### config.mk
export PLATFORM = sky130hd
export DESIGN_NAME = state_envelope_inspector
export DESIGN_NICKNAME = d
export VERILOG_FILES = /design/src/design/sei_pkg.sv /design/src/design/sei_front.sv /design/src/design/sei_queue.sv /design/src/design/sei_back.sv /design/src/design/state_envelope_inspector.sv
export SDC_FILE = /design/constraint.sdc
export NUM_CORES = 2
export LEC_CHECK = 0
export BUFFER_PORTS_ARGS = -buffer_cell sky130_fd_sc_hd__buf_2
export CELL_PAD_IN_SITES_DETAIL_PLACEMENT = 0
export CELL_PAD_IN_SITES_GLOBAL_PLACEMENT = 1
export CORE_MARGIN = 5
export CORE_UTILIZATION = 45
export CTS_CLUSTER_DIAMETER = 120
export DETAILED_ROUTE_END_ITERATION = 7
export GPL_ROUTABILITY_DRIVEN = 0
export GPL_TIMING_DRIVEN = 0
export PLACE_DENSITY = 0.74
export SETUP_SLACK_MARGIN = 0.3
export SKIP_CTS_REPAIR_TIMING = 1
export SLEW_MARGIN = 15
export SYNTH_ARGS = -nofsm -noshare
export SYNTH_HDL_FRONTEND = slang
export SYNTH_SLANG_ARGS = --single-unit
### constraint.sdc
create_clock -name i_clk -period 15.7 [get_ports i_clk]
set_input_delay 2.355 -clock i_clk [delete_from_list [all_inputs] [get_ports i_clk]]
set_output_delay 2.355 -clock i_clk [all_outputs]
set_load 0.05 [all_outputs]
### src/design/sei_pkg.sv
// Shared types, constants and the byte-wide CRC function for the envelope inspector.
package sei_pkg;

    localparam int unsigned HdrLen    = 16;
    localparam int unsigned FtrLen    = 4;
    localparam int unsigned QueueDepth = 2;

    localparam logic [31:0] CrcPoly   = 32'hEDB8_8320;
    localparam logic [31:0] CrcInit   = 32'hFFFF_FFFF;
    localparam logic [31:0] MagicLegacy = {8'h50, 8'h4C, 8'h55, 8'h50}; // bytes 3..0
    localparam logic [31:0] MagicEnv    = {8'h54, 8'h53, 8'h4C, 8'h50};
    localparam logic [31:0] CurVersion  = 32'd1;

    typedef enum logic [2:0] {
        CFG_MAX_TOTAL  = 3'd0,
        CFG_MAX_STORE  = 3'd1,
        CFG_MAX_PLUGIN = 3'd2,
        CFG_LARGE_THR  = 3'd3,
        CFG_MIG_READY  = 3'd4
    } t_cfg_index;

    typedef enum logic [3:0] {
        ST_OK          = 4'd0,
        ST_EMPTY       = 4'd1,
        ST_UNKNOWN     = 4'd2,
        ST_TRUNCATED   = 4'd3,
        ST_BAD_VERSION = 4'd4,
        ST_NO_MIGRATE  = 4'd5,
        ST_SIZE        = 4'd6,
        ST_CRC         = 4'd7,
        ST_EMPTY_STORE = 4'd8,
        ST_TOTAL_BUDGET  = 4'd9,
        ST_STORE_BUDGET  = 4'd10,
        ST_PLUGIN_BUDGET = 4'd11
    } t_status;

    typedef enum logic [1:0] {
        FMT_UNKNOWN = 2'd0,
        FMT_LEGACY  = 2'd1,
        FMT_ENV     = 2'd2
    } t_format;

    typedef struct packed {
        logic [7:0] data_byte;
        logic       last_byte;
        logic       blob_empty;
    } t_in_item;

    typedef struct packed {
        logic [3:0]  status;
        logic [1:0]  format;
        logic [31:0] total_len;
        logic [31:0] store_size;
        logic [31:0] plugin_size;
        logic [31:0] version_seen;
        logic        needs_migration;
        logic        large_blob;
        logic        needs_plugin_restore;
        logic        may_need_relink;
    } t_out_item;

    typedef struct packed {
        logic [31:0] max_total;
        logic [31:0] max_store;
        logic [31:0] max_plugin;
        logic [31:0] large_thr;
        logic        mig_ready;
    } t_cfg;

    // What the front hands to the back for one finished blob.
    typedef struct packed {
        logic        empty;
        logic        legacy;
        logic        env;
        logic [31:0] total;
        logic [31:0] version;
        logic [31:0] store;
        logic [31:0] plugin;
        logic [31:0] tail;
        logic [31:0] crc;
    } t_summary;

    typedef struct packed {
        logic full;
        logic empty;
    } t_queue_status;

    function automatic logic [31:0] crc_byte(input logic [31:0] c_in, input logic [7:0] b);
        logic [31:0] c;
        c = c_in ^ {24'd0, b};
        for (int k = 0; k < 8; k++) begin
            c = (c >> 1) ^ (CrcPoly & {32{c[0]}});
        end
        return c;
    endfunction

endpackage

### src/design/sei_front.sv
// Front part: byte count, header capture, tail delay line and running CRC.
module sei_front (
    input  logic                i_clk,
    input  logic                i_rst_n,
    input  logic                i_accept,
    input  sei_pkg::t_in_item   i_item,
    output logic                o_push,
    output sei_pkg::t_summary   o_summary
);

    logic [31:0] r_count, n_count;
    logic [7:0]  r_hdr [sei_pkg::HdrLen];
    logic [7:0]  n_hdr [sei_pkg::HdrLen];
    logic [7:0]  r_tail [sei_pkg::FtrLen];
    logic [7:0]  n_tail [sei_pkg::FtrLen];
    logic [31:0] r_crc, n_crc;
    logic        clear;
    logic [31:0] magic;

    always_comb begin
        n_count = r_count;
        n_hdr   = r_hdr;
        n_tail  = r_tail;
        n_crc   = r_crc;
        if (r_count >= 32'(sei_pkg::FtrLen)) begin
            n_crc = sei_pkg::crc_byte(r_crc, r_tail[0]);
        end
        for (int i = 0; i < int'(sei_pkg::FtrLen) - 1; i++) begin
            n_tail[i] = r_tail[i + 1];
        end
        n_tail[sei_pkg::FtrLen - 1] = i_item.data_byte;
        if (r_count < 32'(sei_pkg::HdrLen)) begin
            n_hdr[r_count[3:0]] = i_item.data_byte;
        end
        if (r_count != 32'hFFFF_FFFF) begin
            n_count = r_count + 32'd1;
        end
    end

    assign magic  = {n_hdr[3], n_hdr[2], n_hdr[1], n_hdr[0]};
    assign clear  = i_accept && (i_item.blob_empty || i_item.last_byte);
    assign o_push = clear;

    always_comb begin
        o_summary.empty   = i_item.blob_empty;
        o_summary.legacy  = (n_count >= 32'd4) && (magic == sei_pkg::MagicLegacy);
        o_summary.env     = (n_count >= 32'd4) && (magic == sei_pkg::MagicEnv);
        o_summary.total   = n_count;
        o_summary.version = {n_hdr[7], n_hdr[6], n_hdr[5], n_hdr[4]};
        o_summary.store   = {n_hdr[11], n_hdr[10], n_hdr[9], n_hdr[8]};
        o_summary.plugin  = {n_hdr[15], n_hdr[14], n_hdr[13], n_hdr[12]};
        o_summary.tail    = {n_tail[3], n_tail[2], n_tail[1], n_tail[0]};
        o_summary.crc     = n_crc;
    end

    always_ff @(posedge i_clk) begin
        if (!i_rst_n || clear) begin
            r_count <= '0;
            r_crc   <= sei_pkg::CrcInit;
            for (int i = 0; i < int'(sei_pkg::HdrLen); i++) r_hdr[i] <= '0;
            for (int i = 0; i < int'(sei_pkg::FtrLen); i++) r_tail[i] <= '0;
        end else if (i_accept) begin
            r_count <= n_count;
            r_crc   <= n_crc;
            r_hdr   <= n_hdr;
            r_tail  <= n_tail;
        end
    end

endmodule

### src/design/sei_queue.sv
// Two-entry queue of blob summaries between the front and the back.
module sei_queue (
    input  logic                    i_clk,
    input  logic                    i_rst_n,
    input  logic                    i_push,
    input  sei_pkg::t_summary       i_data,
    input  logic                    i_pop,
    output sei_pkg::t_summary       o_data,
    output sei_pkg::t_queue_status  o_status
);

    sei_pkg::t_summary r_mem [sei_pkg::QueueDepth];
    logic       r_wr, r_rd;
    logic [1:0] r_count;

    assign o_data         = r_mem[r_rd];
    assign o_status.full  = (r_count == 2'(sei_pkg::QueueDepth));
    assign o_status.empty = (r_count == 2'd0);

    always_ff @(posedge i_clk) begin
        if (i_push) begin
            r_mem[r_wr] <= i_data;
        end
    end

    always_ff @(posedge i_clk) begin
        if (!i_rst_n) begin
            r_wr    <= 1'b0;
            r_rd    <= 1'b0;
            r_count <= '0;
        end else begin
            if (i_push) r_wr <= ~r_wr;
            if (i_pop)  r_rd <= ~r_rd;
            r_count <= r_count + 2'(i_push) - 2'(i_pop);
        end
    end

endmodule

### src/design/sei_back.sv
// Back part: runs the checks on one blob summary and holds the result item.
module sei_back (
    input  logic                i_clk,
    input  logic                i_rst_n,
    input  sei_pkg::t_cfg       i_cfg,
    input  logic                i_have,
    input  sei_pkg::t_summary   i_summary,
    output logic                o_pop,
    output logic                o_valid,
    input  logic                i_stall,
    output sei_pkg::t_out_item  o_item
);

    logic               r_valid;
    sei_pkg::t_out_item r_item;
    sei_pkg::t_out_item res;
    sei_pkg::t_status   st;
    sei_pkg::t_format   fmt;
    logic [33:0]        expect_len;
    logic               over_total, over_store, over_plugin;

    assign expect_len = 34'(sei_pkg::HdrLen + sei_pkg::FtrLen)
                      + {2'b00, i_summary.store} + {2'b00, i_summary.plugin};

    always_comb begin
        res         = '0;
        res.total_len  = i_summary.total;
        res.large_blob = (i_cfg.large_thr != '0) && (i_summary.total > i_cfg.large_thr);
        fmt         = sei_pkg::FMT_UNKNOWN;
        st          = sei_pkg::ST_OK;
        over_total  = (i_cfg.max_total != '0) && (i_summary.total > i_cfg.max_total);
        over_store  = 1'b0;
        over_plugin = 1'b0;
        if (over_total) begin
            st = sei_pkg::ST_TOTAL_BUDGET;
        end else if (i_summary.legacy) begin
            fmt            = sei_pkg::FMT_LEGACY;
            res.store_size = i_summary.total;
            over_store = (i_cfg.max_store != '0) && (i_summary.total > i_cfg.max_store);
            st = over_store ? sei_pkg::ST_STORE_BUDGET : sei_pkg::ST_OK;
        end else if (!i_summary.env) begin
            st = sei_pkg::ST_UNKNOWN;
        end else begin
            fmt = sei_pkg::FMT_ENV;
            if (i_summary.total < 32'(sei_pkg::HdrLen + sei_pkg::FtrLen)) begin
                st = sei_pkg::ST_TRUNCATED;
            end else begin
                res.version_seen    = i_summary.version;
                res.needs_migration = (i_summary.version < sei_pkg::CurVersion);
                if (i_summary.version > sei_pkg::CurVersion) begin
                    st = sei_pkg::ST_BAD_VERSION;
                end else if ({2'b00, i_summary.total} != expect_len) begin
                    st = sei_pkg::ST_SIZE;
                end else begin
                    res.store_size           = i_summary.store;
                    res.plugin_size          = i_summary.plugin;
                    res.needs_plugin_restore = (i_summary.plugin != '0);
                    res.may_need_relink      = (i_summary.plugin != '0);
                    over_store  = (i_cfg.max_store != '0)
                               && (i_summary.store > i_cfg.max_store);
                    over_plugin = (i_cfg.max_plugin != '0)
                               && (i_summary.plugin > i_cfg.max_plugin);
                    if (i_summary.tail != ~i_summary.crc) begin
                        st = sei_pkg::ST_CRC;
                    end else if (i_summary.store == '0) begin
                        st = sei_pkg::ST_EMPTY_STORE;
                    end else if (res.needs_migration && !i_cfg.mig_ready) begin
                        st = sei_pkg::ST_NO_MIGRATE;
                    end else if (over_store) begin
                        st = sei_pkg::ST_STORE_BUDGET;
                    end else if (over_plugin) begin
                        st = sei_pkg::ST_PLUGIN_BUDGET;
                    end else begin
                        st = sei_pkg::ST_OK;
                    end
                end
            end
        end
        res.status = st;
        res.format = fmt;
        if (i_summary.empty) begin
            res        = '0;
            res.status = sei_pkg::ST_EMPTY;
        end
    end

    assign o_pop   = i_have && (!r_valid || !i_stall);
    assign o_valid = r_valid;
    assign o_item  = r_item;

    always_ff @(posedge i_clk) begin
        if (!i_rst_n) begin
            r_valid <= 1'b0;
        end else if (o_pop) begin
            r_valid <= 1'b1;
        end else if (!i_stall) begin
            r_valid <= 1'b0;
        end
    end

    always_ff @(posedge i_clk) begin
        if (o_pop) begin
            r_item <= res;
        end
    end

endmodule

### src/design/state_envelope_inspector.sv
// Top level of the state envelope inspector: config registers, front, queue and back.
//
// Usage: one blob byte enters per item on the input channel (i_in_valid,
// o_in_stall, i_in_item); the item marked last_byte, or any item marked
// blob_empty, produces one result item on the output channel (o_out_valid,
// i_out_stall, o_out_item). Other items produce nothing.
// Throughput is one byte per cycle while o_in_stall is low: the front folds
// each byte into the count, header, tail line and a byte-wide CRC.
// The closing item's summary is written into the two-entry summary queue,
// then checked by the back and captured in the output register.
// When the receiver stalls, the result register holds; the queue absorbs two
// more finished blobs, after which o_in_stall rises until space frees.
// Configuration registers are written through i_cfg_valid / o_cfg_ready with
// i_cfg_index and i_cfg_data; ready is always high and writes to unknown
// indexes are ignored. Write them only while the block is idle.
// Reset clears all configuration to zero and starts a fresh blob.
module state_envelope_inspector (
    input  logic                i_clk,
    input  logic                i_rst_n,
    input  logic                i_in_valid,
    output logic                o_in_stall,
    input  sei_pkg::t_in_item   i_in_item,
    output logic                o_out_valid,
    input  logic                i_out_stall,
    output sei_pkg::t_out_item  o_out_item,
    input  logic                i_cfg_valid,
    output logic                o_cfg_ready,
    input  logic [2:0]          i_cfg_index,
    input  logic [31:0]         i_cfg_data
);

    sei_pkg::t_cfg           r_cfg;
    sei_pkg::t_summary       front_sum, queue_sum;
    sei_pkg::t_queue_status  q_status;
    logic                    accept, push, pop;

    assign o_cfg_ready = 1'b1;
    assign o_in_stall  = q_status.full;
    assign accept      = i_in_valid && !o_in_stall;

    always_ff @(posedge i_clk) begin
        if (!i_rst_n) begin
            r_cfg <= '0;
        end else if (i_cfg_valid) begin
            case (i_cfg_index)
                sei_pkg::CFG_MAX_TOTAL:  r_cfg.max_total  <= i_cfg_data;
                sei_pkg::CFG_MAX_STORE:  r_cfg.max_store  <= i_cfg_data;
                sei_pkg::CFG_MAX_PLUGIN: r_cfg.max_plugin <= i_cfg_data;
                sei_pkg::CFG_LARGE_THR:  r_cfg.large_thr  <= i_cfg_data;
                sei_pkg::CFG_MIG_READY:  r_cfg.mig_ready  <= i_cfg_data[0];
                default: ;
            endcase
        end
    end

    sei_front u_front (
        .i_clk     (i_clk),
        .i_rst_n   (i_rst_n),
        .i_accept  (accept),
        .i_item    (i_in_item),
        .o_push    (push),
        .o_summary (front_sum)
    );

    sei_queue u_queue (
        .i_clk    (i_clk),
        .i_rst_n  (i_rst_n),
        .i_push   (push),
        .i_data   (front_sum),
        .i_pop    (pop),
        .o_data   (queue_sum),
        .o_status (q_status)
    );

    sei_back u_back (
        .i_clk     (i_clk),
        .i_rst_n   (i_rst_n),
        .i_cfg     (r_cfg),
        .i_have    (!q_status.empty),
        .i_summary (queue_sum),
        .o_pop     (pop),
        .o_valid   (o_out_valid),
        .i_stall   (i_out_stall),
        .o_item    (o_out_item)
    );

`ifndef SYNTHESIS
    a_queue_sane: assert property (@(posedge i_clk) disable iff (!i_rst_n)
        !(q_status.full && q_status.empty))
        else $error("queue reports full and empty at once");

    a_no_pop_empty: assert property (@(posedge i_clk) disable iff (!i_rst_n)
        pop |-> !q_status.empty)
        else $error("back popped an empty queue");

    a_empty_result: assert property (@(posedge i_clk) disable iff (!i_rst_n)
        (o_out_valid && o_out_item.status == sei_pkg::ST_EMPTY) |->
        (o_out_item.format == sei_pkg::FMT_UNKNOWN && o_out_item.total_len == '0))
        else $error("empty result carries data");

    a_legacy_store: assert property (@(posedge i_clk) disable iff (!i_rst_n)
        (o_out_valid && o_out_item.format == sei_pkg::FMT_LEGACY) |->
        (o_out_item.store_size == o_out_item.total_len))
        else $error("legacy result store size differs from total");
`endif

endmodule

==> reports/results.md <==
• finished clean — run status
• false — unrepaired setup endpoints after global routing
• 0.90 ns — largest incremental delay on the critical path
• 10.93 ns — time the worst path needs with I/O delays and setup
• 0.0001119 V — peak supply drop
• 0 — number of pins with negative max-slew slack in the final report
• 169.9 nW/um^2 — pwr/cell area
• 13.25% — fraction of final layout cells sized beyond drive strength 1
• 323.8 um — die span in x
• 0.69 ns — clock latency on the worst-skew pair
• 44320 sq um — area of the mapped netlist
• 33560 — vias after detailed routing
• 17.17% — slew margin rel.
• 51.62% — final core area utilization
• 16.03 ns — endpoint required time on the critical path
• 143.6 mm — total detailed-routing wirelength
• edfxtp_1 — most common flop cell mapped by yosys
• 10 — CP Max Fanout
• 69.59% — Period Utilization, post-route
• 3210 — first-iteration detailed-routing DRC count
• 5.155 mW — design internal power
• flip-flop — Setup crit end kind
• 0 — count of final setup violators
• 3.450 mW — reported net switching power
• 0.06 ns — clock-pin slew reported for the worst setup and hold paths after clock tree synthesis
• flip-flop to flip-flop — critical path class
• 5.694 — vias per cell
• clkbuf_1 — Slowest-stage cell, CP
• 45.16% — initial cell density of the core
• 4467 — synthesized netlist net count
• 10.51 sq um — synthesized area per cell
• 0.04055 ns — worst-case clock skew
• 4773 — total number of nets in the final design
• 14.30% — post-synthesis to final-layout area growth
• 0.09153 GHz — highest attainable clock frequency
• 4.77 ns — slack of the worst reg-to-reg path
• 11.26 ns — CP Data Arrival Time
• 188 — port buffer count
• 886 — clock sink count
• 49 — pin count of the biggest net entering global routing
• 323.8 um — die height
• 115 — row count
• 3 — total number of H-tree levels
• 6 — DR pass1 iterations
• 40.09% — switching share of total power
• yes — clock tree from TritonCTS
• 0 — final hold vios
• 104900 sq um — Die Area
• 191 — total I/O pin count
• clkbuf_16 — root cell of the clock tree
• 0 — remaining number of nets flagged by the antenna check after routing
• 33.6% — sequential share of power
• 18.77 nW — leakage power
• 26.87% — global routing usage summed across all routing layers
• 3 — Max Buffers Root-to-Sink
• u_back.o_item[94]$_SDFFCE_PP0P_ — worst reg2reg endpoint
• 0% — share of synthesized flip-flops with an asynchronous set or reset
• 31670 — via count of the first global-routing pass
• 0 — DRC errors left
• flip-flop to flip-flop — Hold WC Path Type
• 0 — Max Cap Viol
• 50650 sq um — cell area after layout
• 8.605 mW — power after layout
• 51.93% — Seq/Total Area, Yosys
• 26.8% — clock network fraction of total power
• 4216 — synthesized netlist cell count
• 886 — post-synthesis register bit count
• 6 — initial antenna violation count
• 527 — EDFF count, synth
• u_back.o_item[94]$_SDFFCE_PP0P_ — Worst Setup EP
• 84 — count of distinct cell types in the synthesized netlist
• buffers and inverters — largest delay contributor family on the critical path
• 0 — residual overflow from global routing
• 209.0 mm — wire length of the first global-routing pass
• 10 — count of buffer and inverter cells on the critical path
• 47400 sq um — Area after DPL
• 0 — count of yosys warnings during synthesis
• 109.9 mm — post-detailed-placement half-perimeter wirelength
• 95 — clock buffer count from CTS
• 28 — cell count of the worst reg-to-reg path
• 28 — total stage count of the critical path
• 24.37 um — routed length per instance
• flip-flop — crit start category
• 1.208 ns — transition time at the pin with the least slew margin
• 98130 sq um — core area
• 39.6% — Gate power share
## Yosys cell counts (all sizes together) (17+ instances only)
cell type / instances / area, sq um
a21boi: 136 / 1021
buf: 63 / 342.8
a211oi: 18 / 135.1
ha: 200 / 2502
clkbuf: 145 / 545.5
and3: 20 / 125.1
or3: 17 / 106.4
nor2: 304 / 1141
nor4: 122 / 972.2
nand2: 613 / 2301
o41ai: 35 / 524.3
a21oi: 195 / 975.9
xnor2: 193 / 1690
nand4: 91 / 596.8
o21a: 19 / 142.6
edfxtp: 527 / 15830
o21ai: 116 / 580.6
a21o: 37 / 277.8
inv: 247 / 927.1
xor2: 67 / 586.8
nor2b: 21 / 131.4
nor3: 61 / 327.8
mux2: 105 / 1182
dfxtp: 359 / 7187
o211ai: 26 / 195.2
and4: 20 / 175.2
mux2i: 208 / 2095
nand3: 106 / 540.5
and2: 22 / 137.6
## per-stage QoR
stage | cells | TNS [ns] | worst slack [ns] | hold slack [ns]
final | 5893 | 0 | 4.775 | 0.4509
after floorplan | 4216 | 0 | 3.945 | 0.4311
after global routing | 5892 | 0 | 4.308 | 0.4678
after global placement | 5691 | -276.42 | -1.449 | 0.4391
after CTS | 5892 | 0 | 5.068 | 0.4520
after detailed placement | 5712 | 0 | 5.141 | 0.4439
## worst reg2reg max path, delay by kind of cell (launching register included)
kind / cells / cell delay [ns]
buffers and inverters: 10 / 4.12
AND/OR/NAND/NOR: 5 / 1.58
multiplexers: 1 / 0.42
flip-flops: 1 / 0.44
adder cells (fa/ha/maj): 2 / 0.67
XOR/XNOR: 1 / 0.10
AO/OA/AOI/OAI: 9 / 3.25
## how the worst min path moves through the flow
stage | startpoint | end | slack, ns | cells after the start
after detailed placement | u_front.r_hdr[3]$_SDFFE_PP0P_ | u_front.r_hdr[3]$_SDFFE_PP0P_ | 0.44 | 2
after floorplan | u_front.r_hdr[101]$_SDFFE_PP0P_ | u_front.r_hdr[101]$_SDFFE_PP0P_ | 0.43 | 2
after global placement | u_front.r_hdr[2]$_SDFFE_PP0P_ | u_front.r_hdr[2]$_SDFFE_PP0P_ | 0.44 | 2
after CTS | u_front.r_hdr[3]$_SDFFE_PP0P_ | u_front.r_hdr[3]$_SDFFE_PP0P_ | 0.45 | 2
after global routing | u_front.r_hdr[3]$_SDFFE_PP0P_ | u_front.r_hdr[3]$_SDFFE_PP0P_ | 0.47 | 2
final | u_front.r_hdr[3]$_SDFFE_PP0P_ | u_front.r_hdr[3]$_SDFFE_PP0P_ | 0.45 | 2
## logic make-up after synthesis
logic type	count (synthesis)	synth area share (%)
AOI/OAI and AO/OA	647	9.955
xor gates and xnor gates	260	5.139
buffers and inverters	455	4.097
adders and majority gates	201	5.692
and+or+nand+nor	1453	15.79
other	1	0.008462
muxes	313	7.395
DFF	886	51.93
## placed cells by master (no fill, tap or decap), drive strengths merged, types with 11 or more instances in the layout
cell and count:
mux2i 208, xnor2 193, and3 20, buf 272
nor2b 21, edfxtp 527, clkinv 34, nand4 91
nand2 613, nor3 61, ha 200, and4 20
or3 17, o211ai 26, mux2 105, o21ai 116
nor2 304, and2 22, or2 11, dfxtp 359
o41ai 35, a21oi 195, nor4 122, a21boi 136
inv 251, xor2 67, o21a 19, nand3 106
clkbuf 271, a211oi 18, a21o 37
## layer usage
| metal | GRT usage, % | wire length (um) | vias to the layer above |
|---|---|---|---|
| met5 | 0 | 0 | - |
| met4 | 8.868 | 4878 | 0 |
| met3 | 3.850 | 10170 | 244 |
| met2 | 43.19 | 65540 | 1249 |
| met1 | 37.75 | 63040 | 16400 |
| li1 | - | - | 15670 |
## sequential cells by signal, summed over array words and instances, names as in the netlist, named ones only
register	count
u_back.o_item	137
u_front.r_count	32
u_queue.r_count	2
u_front.o_summary	24
u_queue.r_rd	1
r_cfg	129
u_front.r_crc	32
u_queue.r_wr	1
u_front.r_hdr	128
u_queue.r_mem	390
u_back.o_valid	1
u_front.r_tail	8
## area by class of cell
cell class | count | area, sq um
Fill cell | 8909 | 47480
Buffer | 208 | 888.4
Inverter | 247 | 927.1
Clock inverter | 54 | 618.1
Clock buffer | 126 | 2635
Tap cell | 1287 | 1610
Multi-Input combinational cell | 2875 | 19560
Sequential cell | 886 | 23010
Antenna cell | 1 | 2.502
Timing Repair Buffer | 209 | 1395
## power groups by stage
stage	sequential, mW	combinational, mW	clock, mW
6_report	2.90	3.40	2.31
2_1_floorplan	3.48	1.77	0
4_1_cts	2.90	3.35	2.34
3_3_place_gp	3.06	3.24	0
5_1_grt	2.92	3.62	2.44
3_5_place_dp	2.95	3.34	0
No activity file was read; power rests on OpenSTA's default activity.
